===== config.mk =====
export PLATFORM = sky130hd
export DESIGN_NAME = pascal_subset_token_scanner
export DESIGN_NICKNAME = d
export VERILOG_FILES = /design/src/hw/rtl/pst_pkg.sv /design/src/hw/rtl/pst_scan_core.sv /design/src/hw/rtl/pascal_subset_token_scanner.sv
export SDC_FILE = /design/constraint.sdc
export NUM_CORES = 1
export LEC_CHECK = 0
export BUFFER_PORTS_ARGS = -buffer_cell sky130_fd_sc_hd__clkbuf_2
export CAP_MARGIN = 20
export CORE_AREA = 2 2 188 190
export DETAILED_ROUTE_END_ITERATION = 6
export DIE_AREA = 0 0 190 192
export GPL_TIMING_DRIVEN = 1
export PLACE_DENSITY_LB_ADDON = 0.15
export SLEW_MARGIN = 20
export SYNTH_ARGS = -nofsm -noshare
export SYNTH_HDL_FRONTEND = slang
export SYNTH_HIERARCHICAL = 1
export SYNTH_SLANG_ARGS = --single-unit

===== constraint.sdc =====
create_clock -name clk -period 7.8 [get_ports clk]
set_clock_uncertainty 0.05 [all_clocks]
set_input_delay 0.39 -clock clk [delete_from_list [all_inputs] [get_ports clk]]
set_output_delay 0.39 -clock clk [all_outputs]
set_load 0.02 [all_outputs]

===== src/hw/rtl/pst_pkg.sv =====
`timescale 1ns / 1ps

package pst_pkg;

  localparam int KEYWORD_BYTES = 9;
  localparam int KW_W          = 8 * KEYWORD_BYTES;
  localparam int KW_IDX_W      = $clog2(KEYWORD_BYTES);
  localparam int NUM_STATES    = 35;
  localparam int NUM_WORDS     = 17;
  localparam int OQ_DEPTH      = 4;
  localparam int OQ_AW         = $clog2(OQ_DEPTH);

  localparam logic [5:0] LENGTH_LIMIT = 6'd63;

  // result class codes
  localparam logic [5:0] CODE_KEYWORD = 6'd21;
  localparam logic [5:0] CODE_INVALID = 6'd43;
  localparam logic [5:0] CODE_END     = 6'd44;
  localparam logic [5:0] NO_FINAL     = 6'd63;

  // scanner states
  localparam logic [5:0] ST_START       = 6'd0;
  localparam logic [5:0] ST_PERIOD      = 6'd1;
  localparam logic [5:0] ST_SEMI        = 6'd2;
  localparam logic [5:0] ST_SLASH       = 6'd3;
  localparam logic [5:0] ST_LPAREN      = 6'd4;
  localparam logic [5:0] ST_EQ          = 6'd5;
  localparam logic [5:0] ST_STAR        = 6'd6;
  localparam logic [5:0] ST_COLON       = 6'd7;
  localparam logic [5:0] ST_ASSIGN      = 6'd8;
  localparam logic [5:0] ST_COLON_END   = 6'd9;
  localparam logic [5:0] ST_COMMA       = 6'd10;
  localparam logic [5:0] ST_PLUS        = 6'd11;
  localparam logic [5:0] ST_MINUS       = 6'd12;
  localparam logic [5:0] ST_GT          = 6'd13;
  localparam logic [5:0] ST_GE          = 6'd14;
  localparam logic [5:0] ST_GT_END      = 6'd15;
  localparam logic [5:0] ST_LT          = 6'd16;
  localparam logic [5:0] ST_LT_END      = 6'd17;
  localparam logic [5:0] ST_LE          = 6'd18;
  localparam logic [5:0] ST_NE          = 6'd19;
  localparam logic [5:0] ST_COMMENT     = 6'd20;
  localparam logic [5:0] ST_COMMENT_END = 6'd21;
  localparam logic [5:0] ST_IDENT       = 6'd22;
  localparam logic [5:0] ST_IDENT_END   = 6'd23;
  localparam logic [5:0] ST_INT         = 6'd24;
  localparam logic [5:0] ST_INT_END     = 6'd25;
  localparam logic [5:0] ST_DOT         = 6'd26;
  localparam logic [5:0] ST_REAL_NOFRAC = 6'd27;
  localparam logic [5:0] ST_FRAC        = 6'd28;
  localparam logic [5:0] ST_REAL_END    = 6'd29;
  localparam logic [5:0] ST_RPAREN      = 6'd30;
  localparam logic [5:0] ST_COMMENT_EOL = 6'd31;
  localparam logic [5:0] ST_BAD_IDENT   = 6'd32;
  localparam logic [5:0] ST_BAD_INT     = 6'd33;
  localparam logic [5:0] ST_BAD_REAL    = 6'd34;

  localparam logic [5:0] FINAL_CODE [NUM_STATES] = '{
    NO_FINAL, 6'd0, 6'd1, 6'd2, 6'd3, 6'd4, 6'd5, NO_FINAL, 6'd6, 6'd7, 6'd8, 6'd9,
    6'd10, NO_FINAL, 6'd11, 6'd12, NO_FINAL, 6'd13, 6'd14, 6'd15, NO_FINAL, 6'd16,
    NO_FINAL, 6'd17, NO_FINAL, 6'd18, NO_FINAL, 6'd38, NO_FINAL, 6'd19, 6'd20,
    6'd39, 6'd40, 6'd41, 6'd42
  };

  // finals that leave the current byte for a rescan
  localparam logic [NUM_STATES-1:0] PUSH_MASK =
    (NUM_STATES'(1) << ST_COLON_END) | (NUM_STATES'(1) << ST_GT_END) |
    (NUM_STATES'(1) << ST_LT_END) | (NUM_STATES'(1) << ST_IDENT_END) |
    (NUM_STATES'(1) << ST_INT_END) | (NUM_STATES'(1) << ST_REAL_NOFRAC) |
    (NUM_STATES'(1) << ST_REAL_END) | (NUM_STATES'(1) << ST_COMMENT_EOL);

  // reserved words, right-justified: first character is the highest byte
  localparam logic [KW_W-1:0] KW_TEXT [NUM_WORDS] = '{
    KW_W'("program"), KW_W'("begin"), KW_W'("end"), KW_W'("const"),
    KW_W'("var"), KW_W'("real"), KW_W'("integer"), KW_W'("procedure"),
    KW_W'("else"), KW_W'("read"), KW_W'("write"), KW_W'("while"),
    KW_W'("do"), KW_W'("if"), KW_W'("then"), KW_W'("for"), KW_W'("to")
  };
  localparam int KW_LEN [NUM_WORDS] = '{
    7, 5, 3, 5, 3, 4, 7, 9, 4, 4, 5, 5, 2, 2, 4, 3, 2
  };

  typedef struct packed {
    logic [7:0] char_byte;
    logic       end_of_input;
  } in_item_t;

  typedef struct packed {
    logic [5:0] token_class;
    logic [5:0] token_length;
    logic       last_of_run;
  } out_item_t;

  typedef struct packed {
    logic       ok;
    logic [5:0] st;
  } nxt_t;

  typedef struct packed {
    logic       hit;
    logic [5:0] code;
  } kw_t;

  // one processed beat: scanner update and up to two results
  typedef struct packed {
    logic [5:0]          state;
    logic [5:0]          length;
    logic                buf_we;
    logic [KW_IDX_W-1:0] buf_idx;
    logic [7:0]          buf_data;
    logic [1:0]          count;
    out_item_t           res0;
    out_item_t           res1;
  } step_t;

  function automatic logic is_digit(input logic [7:0] c);
    return c >= "0" && c <= "9";
  endfunction

  function automatic logic is_letter(input logic [7:0] c);
    return (c >= "a" && c <= "z") || (c >= "A" && c <= "Z");
  endfunction

  function automatic logic is_white(input logic [7:0] c);
    return c == " " || c == "\t" || c == "\n";
  endfunction

  function automatic logic is_delim(input logic [7:0] c);
    logic r;
    unique case (c)
      ".", ";", "/", "(", ")", "=", "*", ":", ",", "+", "-", ">", "<", "{",
      " ", "\t", "\n": r = 1'b1;
      default:         r = 1'b0;
    endcase
    return r;
  endfunction

  function automatic logic [5:0] sat_inc(input logic [5:0] v);
    return (v >= LENGTH_LIMIT) ? LENGTH_LIMIT : v + 6'd1;
  endfunction

  function automatic nxt_t next_state(input logic [5:0] s, input logic [7:0] c);
    nxt_t r;
    r.ok = 1'b1;
    r.st = ST_START;
    if (c[7]) begin
      r.ok = 1'b0;
    end else begin
      unique case (s)
        ST_START: begin
          if (is_letter(c)) r.st = ST_IDENT;
          else if (is_digit(c)) r.st = ST_INT;
          else begin
            unique case (c)
              ".":     r.st = ST_PERIOD;
              ";":     r.st = ST_SEMI;
              "/":     r.st = ST_SLASH;
              "(":     r.st = ST_LPAREN;
              "=":     r.st = ST_EQ;
              "*":     r.st = ST_STAR;
              ":":     r.st = ST_COLON;
              ",":     r.st = ST_COMMA;
              "+":     r.st = ST_PLUS;
              "-":     r.st = ST_MINUS;
              ">":     r.st = ST_GT;
              "<":     r.st = ST_LT;
              "{":     r.st = ST_COMMENT;
              ")":     r.st = ST_RPAREN;
              default: r.ok = 1'b0;
            endcase
          end
        end
        ST_COLON: r.st = (c == "=") ? ST_ASSIGN : ST_COLON_END;
        ST_GT:    r.st = (c == "=") ? ST_GE : ST_GT_END;
        ST_LT:    r.st = (c == "=") ? ST_LE : ((c == ">") ? ST_NE : ST_LT_END);
        ST_COMMENT: begin
          r.st = (c == "\n") ? ST_COMMENT_EOL : ((c == "}") ? ST_COMMENT_END : ST_COMMENT);
        end
        ST_IDENT: begin
          if (is_letter(c) || is_digit(c)) r.st = ST_IDENT;
          else r.st = is_delim(c) ? ST_IDENT_END : ST_BAD_IDENT;
        end
        ST_INT: begin
          if (is_digit(c)) r.st = ST_INT;
          else if (c == ".") r.st = ST_DOT;
          else r.st = is_delim(c) ? ST_INT_END : ST_BAD_INT;
        end
        ST_DOT: r.st = is_digit(c) ? ST_FRAC : ST_REAL_NOFRAC;
        ST_FRAC: begin
          if (is_digit(c)) r.st = ST_FRAC;
          else r.st = is_delim(c) ? ST_REAL_END : ST_BAD_REAL;
        end
        default: r.ok = 1'b0;
      endcase
    end
    return r;
  endfunction

  function automatic kw_t kw_lookup(input logic [KW_W-1:0] kbuf, input logic [5:0] len);
    kw_t  r;
    logic same;
    r.hit  = 1'b0;
    r.code = CODE_KEYWORD;
    for (int w = 0; w < NUM_WORDS; w++) begin
      same = (len == 6'(KW_LEN[w]));
      for (int i = 0; i < KEYWORD_BYTES; i++) begin
        if (i < KW_LEN[w]) begin
          if (kbuf[8*i +: 8] != KW_TEXT[w][8*(KW_LEN[w]-1-i) +: 8]) same = 1'b0;
        end
      end
      if (same && !r.hit) begin
        r.hit  = 1'b1;
        r.code = 6'(CODE_KEYWORD + 6'(w));
      end
    end
    return r;
  endfunction

endpackage


===== src/hw/rtl/pst_scan_core.sv =====
`timescale 1ns / 1ps

module pst_scan_core (
  input  logic [5:0]              scan_state,
  input  logic [5:0]              length_count,
  input  logic [pst_pkg::KW_W-1:0] key_buf,
  input  pst_pkg::in_item_t       item,
  output pst_pkg::step_t          step
);
  import pst_pkg::*;

  nxt_t       ns;
  nxt_t       rs;
  kw_t        kw;
  logic [5:0] fin_class;
  logic [5:0] fin_len;
  logic [7:0] c;

  assign c  = item.char_byte;
  assign kw = kw_lookup(key_buf, length_count);
  assign ns = next_state(scan_state, item.end_of_input ? 8'(" ") : c);
  assign rs = next_state(ST_START, c);

  // token closed by the first transition; push-back finals exclude this byte
  always_comb begin
    fin_class = FINAL_CODE[ns.st];
    if (ns.st == ST_IDENT_END && kw.hit) fin_class = kw.code;
    fin_len = PUSH_MASK[ns.st] ? length_count : sat_inc(length_count);
  end

  always_comb begin
    step.state    = scan_state;
    step.length   = length_count;
    step.buf_we   = 1'b0;
    step.buf_idx  = length_count[KW_IDX_W-1:0];
    step.buf_data = c;
    step.count    = 2'd0;
    step.res0     = '{token_class: fin_class, token_length: fin_len, last_of_run: 1'b0};
    step.res1     = '{token_class: CODE_END, token_length: 6'd0, last_of_run: 1'b1};

    if (item.end_of_input) begin
      if (scan_state != ST_START && ns.ok && FINAL_CODE[ns.st] != NO_FINAL) begin
        step.count = 2'd2;
      end else begin
        step.res0  = '{token_class: CODE_END, token_length: 6'd0, last_of_run: 1'b1};
        step.count = 2'd1;
      end
      step.state  = ST_START;
      step.length = 6'd0;
    end else if (!ns.ok) begin
      // whitespace between tokens is dropped silently
      if (!(scan_state == ST_START && is_white(c))) begin
        step.res0  = '{token_class: CODE_INVALID, token_length: sat_inc(length_count),
                       last_of_run: 1'b1};
        step.count = 2'd1;
      end
      step.state  = ST_START;
      step.length = 6'd0;
    end else if (FINAL_CODE[ns.st] != NO_FINAL) begin
      step.res0.last_of_run = 1'b1;
      step.count  = 2'd1;
      step.state  = ST_START;
      step.length = 6'd0;
      if (PUSH_MASK[ns.st]) begin
        // rescan the same byte from the start state
        if (!rs.ok) begin
          if (!is_white(c)) begin
            step.res0.last_of_run = 1'b0;
            step.res1  = '{token_class: CODE_INVALID, token_length: sat_inc(6'd0),
                           last_of_run: 1'b1};
            step.count = 2'd2;
          end
        end else if (FINAL_CODE[rs.st] != NO_FINAL) begin
          step.res0.last_of_run = 1'b0;
          step.res1  = '{token_class: FINAL_CODE[rs.st], token_length: sat_inc(6'd0),
                         last_of_run: 1'b1};
          step.count = 2'd2;
        end else begin
          step.buf_we  = 1'b1;
          step.buf_idx = '0;
          step.state   = rs.st;
          step.length  = sat_inc(6'd0);
        end
      end
    end else begin
      step.buf_we = (length_count < 6'(KEYWORD_BYTES));
      step.length = sat_inc(length_count);
      step.state  = ns.st;
    end
  end

endmodule


===== src/hw/rtl/pascal_subset_token_scanner.sv =====
`timescale 1ns / 1ps

// Token scanner for a small Pascal-like language.
// Input channel (in_valid / in_stall / in_item): one source byte per beat, or an
// end-of-input beat that flushes a pending token and yields the end code.
// Output channel (out_valid / out_stall / out_item): one result per beat with
// class, length and last_of_run, which marks the final result of an input beat.
// An input beat yields zero, one or two results.
// A result passes from the input register through the table lookup into the
// result queue before it reaches the output. Throughput: one input beat per
// cycle while in_stall is low; the output side moves one result per cycle
// while out_stall is low, and a beat with two results writes both into the
// queue. The rate is set by the combinational table lookup between the input
// register and a four-entry result queue.
// in_stall rises when the input register holds a beat and the result queue has
// fewer than two free entries; a stalled receiver therefore backs up the input
// after the queue fills. Nothing is lost or reordered while stalled.
// Reset (rst_n low, synchronous) returns the scanner to its start state with a
// zero token length and empties the input register and the result queue.

module pascal_subset_token_scanner (
  input  logic                clk,
  input  logic                rst_n,
  input  logic                in_valid,
  output logic                in_stall,
  input  pst_pkg::in_item_t   in_item,
  output logic                out_valid,
  input  logic                out_stall,
  output pst_pkg::out_item_t  out_item
);
  import pst_pkg::*;

  logic              s1_valid_r;
  in_item_t          s1_item_r;
  logic [5:0]        state_r;
  logic [5:0]        len_r;
  logic [KW_W-1:0]   kbuf_r;
  out_item_t         oq_r [OQ_DEPTH];
  logic [OQ_AW-1:0]  wptr_r;
  logic [OQ_AW-1:0]  rptr_r;
  logic [OQ_AW:0]    fill_r;
  logic [OQ_AW:0]    fill_nxt;

  step_t             step;
  logic              space_ok;
  logic              go;
  logic              in_take;
  logic              pop;
  logic [1:0]        push_n;

  pst_scan_core u_core (
    .scan_state   (state_r),
    .length_count (len_r),
    .key_buf      (kbuf_r),
    .item         (s1_item_r),
    .step         (step)
  );

  assign space_ok  = fill_r <= (OQ_AW+1)'(OQ_DEPTH - 2);
  assign go        = s1_valid_r && space_ok;
  assign in_stall  = s1_valid_r && !space_ok;
  assign in_take   = in_valid && !in_stall;
  assign out_valid = fill_r != '0;
  assign out_item  = oq_r[rptr_r];
  assign pop       = out_valid && !out_stall;
  assign push_n    = go ? step.count : 2'd0;
  assign fill_nxt  = fill_r + (OQ_AW+1)'(push_n) - (OQ_AW+1)'(pop);

  always_ff @(posedge clk) begin
    if (!rst_n) begin
      s1_valid_r <= 1'b0;
      state_r    <= ST_START;
      len_r      <= 6'd0;
      wptr_r     <= '0;
      rptr_r     <= '0;
      fill_r     <= '0;
    end else begin
      s1_valid_r <= in_take || (s1_valid_r && !go);
      if (go) begin
        state_r <= step.state;
        len_r   <= step.length;
      end
      wptr_r <= wptr_r + OQ_AW'(push_n);
      if (pop) rptr_r <= rptr_r + OQ_AW'(1);
      fill_r <= fill_nxt;
    end
  end

  always_ff @(posedge clk) begin
    if (in_take) s1_item_r <= in_item;
    if (go && step.buf_we) kbuf_r[8*step.buf_idx +: 8] <= step.buf_data;
    if (push_n != 2'd0) oq_r[wptr_r] <= step.res0;
    if (push_n == 2'd2) oq_r[wptr_r + OQ_AW'(1)] <= step.res1;
  end

endmodule

---- After elaboration in Yosys (flattened, before gate mapping) ----
Memories as Yosys holds them, arrays and structs flattened. A register that Yosys moved wholly into a read port is not among the register bits.
Cells that the tools add are included.
word-level totals
  register bits ........................... 101
  RAM bits ................................ 52
  memory bits (read-only) ................. 832
  output and inout bits ................... 15
  memories kept ........................... 4
memories
  name             depth  bits a word  read ports  clocked after memory_dff  wr ports  line                               RTL
  (no name shown)  64     6            1           0                         0         pst_scan_core.sv:26                fin_class = FINAL_CODE[ns.st];
  (no name shown)  64     6            1           0                         0         pst_scan_core.sv:73                end else if (FINAL_CODE[rs.st] != NO_FINAL) begin
  (no name shown)  64     1            1           0                         0         pst_scan_core.sv:28                fin_len = PUSH_MASK[ns.st] ? length_count : sat_inc(length_count);
  oq_r             4      13           1           1                         2         pascal_subset_token_scanner.sv:38  out_item_t oq_r [OQ_DEPTH];
operators by class
  add/subtract/negate cells ............... 7
  order comparisons ....................... 18
  equal/unequal tests ..................... 104
  shifts and indexed selects .............. 2
  mux-type cells .......................... 175
  bitwise gates (word level) .............. 2
  reductions and logical operators ........ 66
operators by type and width
  kind                                                                number
  inequality test 8 x 7 -> 1 bit (second input constant)              51
  equality test 8 x 6 -> 1 bit (second input constant)                28
  case mux 5 bit (14 select lines)                                    2
  two-way mux 6 bit                                                   22
  two-way mux 7 bit                                                   17
  two-way mux 1 bit                                                   98
  two-way mux 14 bit                                                  6
  bitwise mux 72 bit                                                  1
  variable shift 8 x 34 -> 72 bit (first input constant)              1
  variable part select 8 x 34 -> 72 bit                               1
  case mux 6 bit (9 select lines)                                     1
  two-way mux 13 bit                                                  4
  two-way mux 17 bit                                                  3
  equality test 6 x 5 -> 1 bit (second input constant)                7
  two-way mux 12 bit                                                  3
  negator 7 -> 34 bit                                                 1
  equality test 8 x 4 -> 1 bit (second input constant)                4
  greater-or-equal comparator 8 x 7 -> 1 bit (second input constant)  4
  less-or-equal comparator 8 x 7 -> 1 bit (second input constant)     4
  logical AND 1 bit                                                   32
  OR reduction 14 bit                                                 2
  equality test 6 x 3 -> 1 bit (second input constant)                4
  equality test 8 x 7 -> 1 bit (second input constant)                3
  two-way mux 2 bit                                                   11
  other kinds (31)                                                    64

---- Depth between registers and ports, before layout ----
  word-level depth ........................ 66
  depth in mapped cells ................... 31
  mapped depth without buffers ............ 27

---- Modules after synthesis ----
The synthesis kept the hierarchy.
by module, submodules not included
  module                       instances  cells each  area each (um2)  sequential area each (um2)
  pascal_subset_token_scanner  1          447         6799.0           4434.3
  pst_scan_core                1          649         4070.2           0.0

---- Worst setup path before layout ----
Ideal clock, no wire load.
  path type ............................... flip-flop to flip-flop
  start ................................... reg s1_item_r[0] (netlist name)
  end ..................................... reg kbuf_r[32] (enable)
  arrival ................................. 6018 ps
  data required time ...................... 7352 ps
  slack ................................... 1334 ps
  stages on the path, launching flop included .. 23
  path buffers ............................ 2
  path through ............................ edfxtp_1 buf_2 or4b_4 or4_4 a31oi_4 nor2_1 a31o_2 o311a_1 nor2_1 inv_1 ha_1 o21ai_0 o311ai_1 a211o_1 a31oi_1 nand4b_4 buf_4 nand3b_1 and2_1 inv_1 ha_1 or4_1 nor4b_1
on the way
  cells in the longest elaborated chain, start to end .. 22
  elaborated cells on any way between the ends .. 79
ends and longest elaborated chain
  what                                                   line                               RTL
  start, declared                                        pascal_subset_token_scanner.sv:34  in_item_t s1_item_r;
  start signal, assigned                                 pascal_subset_token_scanner.sv:90  if (in_take) s1_item_r <= in_item;
  two-way mux 8 bit                                      pst_scan_core.sv:21                assign ns = next_state(scan_state, item.end_of_input ? 8'(" ") : c);
  equality test 8 x 6 -> 1 bit (tied with other cells)   pst_pkg.sv:130, pst_pkg.sv:154
  OR reduction 17 bit                                    pst_pkg.sv:130                     unique case (c)
  two-way mux 1 bit                                      pst_pkg.sv:130
  two-way mux 1 bit                                      pst_pkg.sv:185                     else if (c == ".") r.st = ST_DOT;
  two-way mux 1 bit                                      pst_pkg.sv:184                     if (is_digit(c)) r.st = ST_INT;
  two-way mux 1 bit                                      pst_pkg.sv:149                     unique case (s)
  two-way mux 1 bit                                      pst_pkg.sv:146                     if (c[7]) begin
  [... 5 more ...]                                       n/a
  NOT 6 -> 7 bit (implied by the code)                   pst_scan_core.sv:59                end else if (FINAL_CODE[ns.st] != NO_FINAL) begin
  memory (64 x 6 bit)                                    n/a
  two-way mux 6 bit (implied by the code) (2 in series)  pst_scan_core.sv:59
  inequality test 6 bit                                  pst_scan_core.sv:59
  two-way mux 13 bit                                     pst_scan_core.sv:59
  two-way mux 5 bit                                      pst_scan_core.sv:50                end else if (!ns.ok) begin
  two-way mux 5 bit *                                    pst_scan_core.sv:41                if (item.end_of_input) begin
  logical AND 1 bit *                                    pascal_subset_token_scanner.sv:91  if (go && step.buf_we) kbuf_r[8*step.buf_idx +: 8] <= step.buf_data;
  end signal, assigned by index                          pascal_subset_token_scanner.sv:91
  end, declared                                          pascal_subset_token_scanner.sv:37  logic [KW_W-1:0] kbuf_r;
Every way passes the cells marked *; elsewhere a longest branch is shown, timed or not. The select of a mux whose other input is x is not followed.
A chain may end at the register's enable or synchronous reset.

---- Final worst setup path ----
  start ................................... reg s1_item_r[8] (netlist name)
  end ..................................... reg fill_r[2]
on the way
  cells in the longest elaborated chain, start to end .. 24
  elaborated cells on any way between the ends .. 132
ends and longest elaborated chain
  what                                                           line                                      RTL
  two-way mux 8 bit                                              pst_scan_core.sv:21
  equality test 8 x 6 -> 1 bit (tied with other cells)           pst_pkg.sv:130, pst_pkg.sv:154
  OR reduction 17 bit                                            pst_pkg.sv:130
  two-way mux 1 bit                                              pst_pkg.sv:130
  two-way mux 1 bit                                              pst_pkg.sv:185
  two-way mux 1 bit                                              pst_pkg.sv:184
  two-way mux 1 bit                                              pst_pkg.sv:149
  two-way mux 1 bit                                              pst_pkg.sv:146
  [... 7 more ...]                                               n/a
  two-way mux 6 bit (implied by the code) (2 in series)          pst_scan_core.sv:59
  inequality test 6 bit                                          pst_scan_core.sv:59
  two-way mux 2 bit / logical AND 1 bit (equally long branches)  pst_scan_core.sv:59, pst_scan_core.sv:42
  two-way mux 2 bit (on tied branches)                           pst_scan_core.sv:50, pst_scan_core.sv:42
  two-way mux 15 bit *                                           pst_scan_core.sv:41
  two-way mux 2 bit *                                            pascal_subset_token_scanner.sv:66         assign push_n = go ? step.count : 2'd0;
  adder 3 x 2 -> 3 bit *                                         pascal_subset_token_scanner.sv:67         assign fill_nxt = fill_r + (OQ_AW+1)'(push_n) - (OQ_AW+1)'(pop);
  subtractor 3 x 1 -> 3 bit *                                    pascal_subset_token_scanner.sv:67
  end signal, assigned                                           pascal_subset_token_scanner.sv:85         fill_r <= fill_nxt;
  end, declared                                                  pascal_subset_token_scanner.sv:41         logic [OQ_AW:0] fill_r;
Marks and branches as above.

==> flow_summary.toml <==
[pwr]
ir_drop_mv = 0.108
power-per-cell-area_mw_per_mm2 = 194
leakage_nw = 4.13

[final_layout]
post-route-util_pct = 35.3
drive_above_1_share_pct = 17.6
diodes = 0
layout.nets = 1142
syn_to_final_growth_pct = 11.4
design_area_mm2 = 0.0121

[synthesis]
synth_seq_area_share_pct = 40.8
synth-edff-count = 133
synth.distinct_cells = 94
netlist_instances = 1096
synth_common_cells = "edfxtp_1 (133), a21oi_1 (68), nand2_1 (67), nor2_1 (67), nand3_1 (57)"
async_reset_ff_share_pct = 0
syn_avg_cell_area_um2 = 9.92
synthDominantAreaCellType = "edfxtp_1"
synth-seq-cells = 155
ys.warnings.count = 6
ys.flop_type = "edfxtp_1"
syn-cell-area_mm2 = 0.0109
synth_area_leaders = "edfxtp_1 (37%), mux2_2 (4.7%), dfxtp_1 (4.1%)"
synth_top_area_share_pct = 36.7
yosysMostFrequentCell = "edfxtp_1"

[detailed_routing]
wire_per_inst_um = 20.7
routed_via_density = 5.60
dr_wl_met2_mm = 15.5
first_pass_iters = 5
wl_mm = 32.6
drc_errors = 0
vias = 8820
final_antenna_net_count = 0
wl_met1_mm = 15.0
dr_wl_met3_mm = 1.32
top_layer_used = "met4"
first_iter_violations = 872

[die]
rows = 68
core_mm2 = 0.0343
die-area_mm2 = 0.0365
pin_count = 28
die_h_um = 192
die-width_um = 190
initial_core_util_pct = 31.7

[critical_path]
arrival_ns = 7.68
critPathMaxFanout = 16
cp-end-kind = "flip-flop"
required_ns = 8.08
setup.worst_path.class = "reg2reg"
setup.worst_path.start_class = "flip-flop"

[global_routing]
grt_overflow = 0
antenna_found_initial = 0
grt_usage_pct = 18.1
grt_pass1_vias = 8718
grt_pass1_wl_mm = 50.8
grt_max_degree = 34

[hold_path]
min_path_type = "in2reg"

[place]
place_hpwl_mm = 23.6
place.gp.congestion = 0.886
portBuffers = 27
dpl_cell_area_mm2 = 0.0114

[clock_network]
cts_hold_buf = 0
cts_buffers = 17
clock_latency_ns = 0.44
clockRootBuffer = "clkbuf_16"
cts_tree = "built"
clock_path_buffers = 2
path_clk_slew_ns = 0.07
clock_sinks = 155
htree_levels = 4

[sta]
finalCritPeriodShare_pct = 94.8
slew_viol_final = 0
setup-tns-final_ns = 0
max_freq_ghz = 0.135
hold_slack_ns = 0.0769
slew_headroom_pct = 31.5
rsz0062_at_grt = "false"
min_period_ns = 7.39
setup_violations = 0
worstMarginPinSlew_ns = 1.01
hold_viol_final = 0

[job]
maxCapViolCount = 0

[outcome]
status = "finished clean"
-- layout by cell type (no fill, tap or decap), drive strengths merged, types with 13 or more instances in the layout --
master	synthesis	routed
nor4	17	17
nand4	20	20
edfxtp	133	133
nand2	67	67
nor3	31	31
nor2	68	68
and2	56	56
buf	40	33
mux2	55	55
a21oi	71	71
nor4b	14	14
ha	22	22
nor2b	15	15
inv	32	39
nand3	57	57
dfxtp	22	22
nand2b	24	24
clkbuf	34	44
mux4	13	13
and3	29	29
o21ai	37	37
and4b	21	21
-- worst paths after layout --
path | start | to | slack (ns) | depth (start not counted)
max reg2reg | s1_item_r[8]$_DFFE_PP_ | fill_r[2]$_SDFF_PN0_ | 0.41 | 26
max | s1_item_r[8]$_DFFE_PP_ | fill_r[2]$_SDFF_PN0_ | 0.41 | 26
min | in_item[1] | s1_item_r[1]$_DFFE_PP_ | 0.08 | 1
min reg2reg | rptr_r[1]$_SDFFE_PN0P_ | rptr_r[1]$_SDFFE_PN0P_ | 0.47 | 2
-- flip-flops by register name, summed over array words and instances, names as in the netlist, named ones only --
signal / flops
wptr_r: 2
oq_r: 52
s1_valid_r: 1
state_r: 6
rptr_r: 2
len_r: 6
fill_r: 3
kbuf_r: 72
s1_item_r: 9
-- what timing repair did --
item                       CTS  global route
gates resized for setup      0             1
setup endpoints to repair    0             8
buffers inserted             0             3
-- cells by family after synthesis --
family / share of synthesized area, %
simple gates: 27.4
fa+ha+maj: 2.72
other cells: 0.0691
flops: 40.8
compound gates: 14.0
buf+inv: 4.74
xor+xnor: 1.13
mux: 9.20
-- worst max-delay path, stage by stage (launching register included) --
cell	delay (ns)
edfxtp_1	0.68
nor4b_1	0.80
nand4_1	0.32
a31oi_4	0.25
nor2_1	0.10
a31o_2	0.29
o311a_1	0.17
nor2_1	0.28
inv_1	0.13
ha_1	0.28
inv_1	0.17
nor3_1	0.08
nor4_1	0.65
a221o_1	0.28
nand4b_4	0.25
nand2b_1	0.15
o21bai_1	0.68
and3_1	0.30
inv_1	0.05
ha_1	0.27
inv_1	0.06
ha_1	0.13
inv_1	0.04
fa_1	0.37
xor2_1	0.17
xnor2_1	0.13
and2_1	0.15
-- report_power, final --
| group | switching [W] | total [W] | internal (W) | leakage, nW |
|---|---|---|---|---|
| logic | 0.000290 | 0.000468 | 0.000178 | 2.49 |
| registers | 0.0000531 | 0.000982 | 0.000929 | 1.33 |
| clock network | 0.000378 | 0.000895 | 0.000516 | 0.303 |
| total | 0.000721 | 0.00234 | 0.00162 | 4.13 |
-- stage by stage --
| step | setup WS (ns) | cells | power [W] |
|---|---|---|---|
| final | 0.406 | 1574 | 0.00234 |
| after global routing | 0.0874 | 1574 | 0.00245 |
| after CTS | 0.477 | 1570 | 0.00236 |
| after detailed placement | 0.517 | 1538 | 0.00146 |
| after global placement | 0.657 | 1538 | 0.00147 |
| after floorplan | 1.33 | 1101 | 0.00133 |
-- layer usage --
metal / GRT usage [%] / vias up
li1: - / 4197
met1: 23.9 / 4309
met2: 30.1 / 251
met3: 2.72 / 63
met4: 6.77 / 0
met5: 0 / -
-- layout make-up --
cell class              count  area [µm²]
clock buffers              17         425
clock inverters            15         204
repair buffers             60         403
flip-flops and latches    155        4430
well taps                 455         569
fillers                  3440       22200
multi-input cells         839        5950
inverters                  33         124
Power figures use the tool's default switching activity.
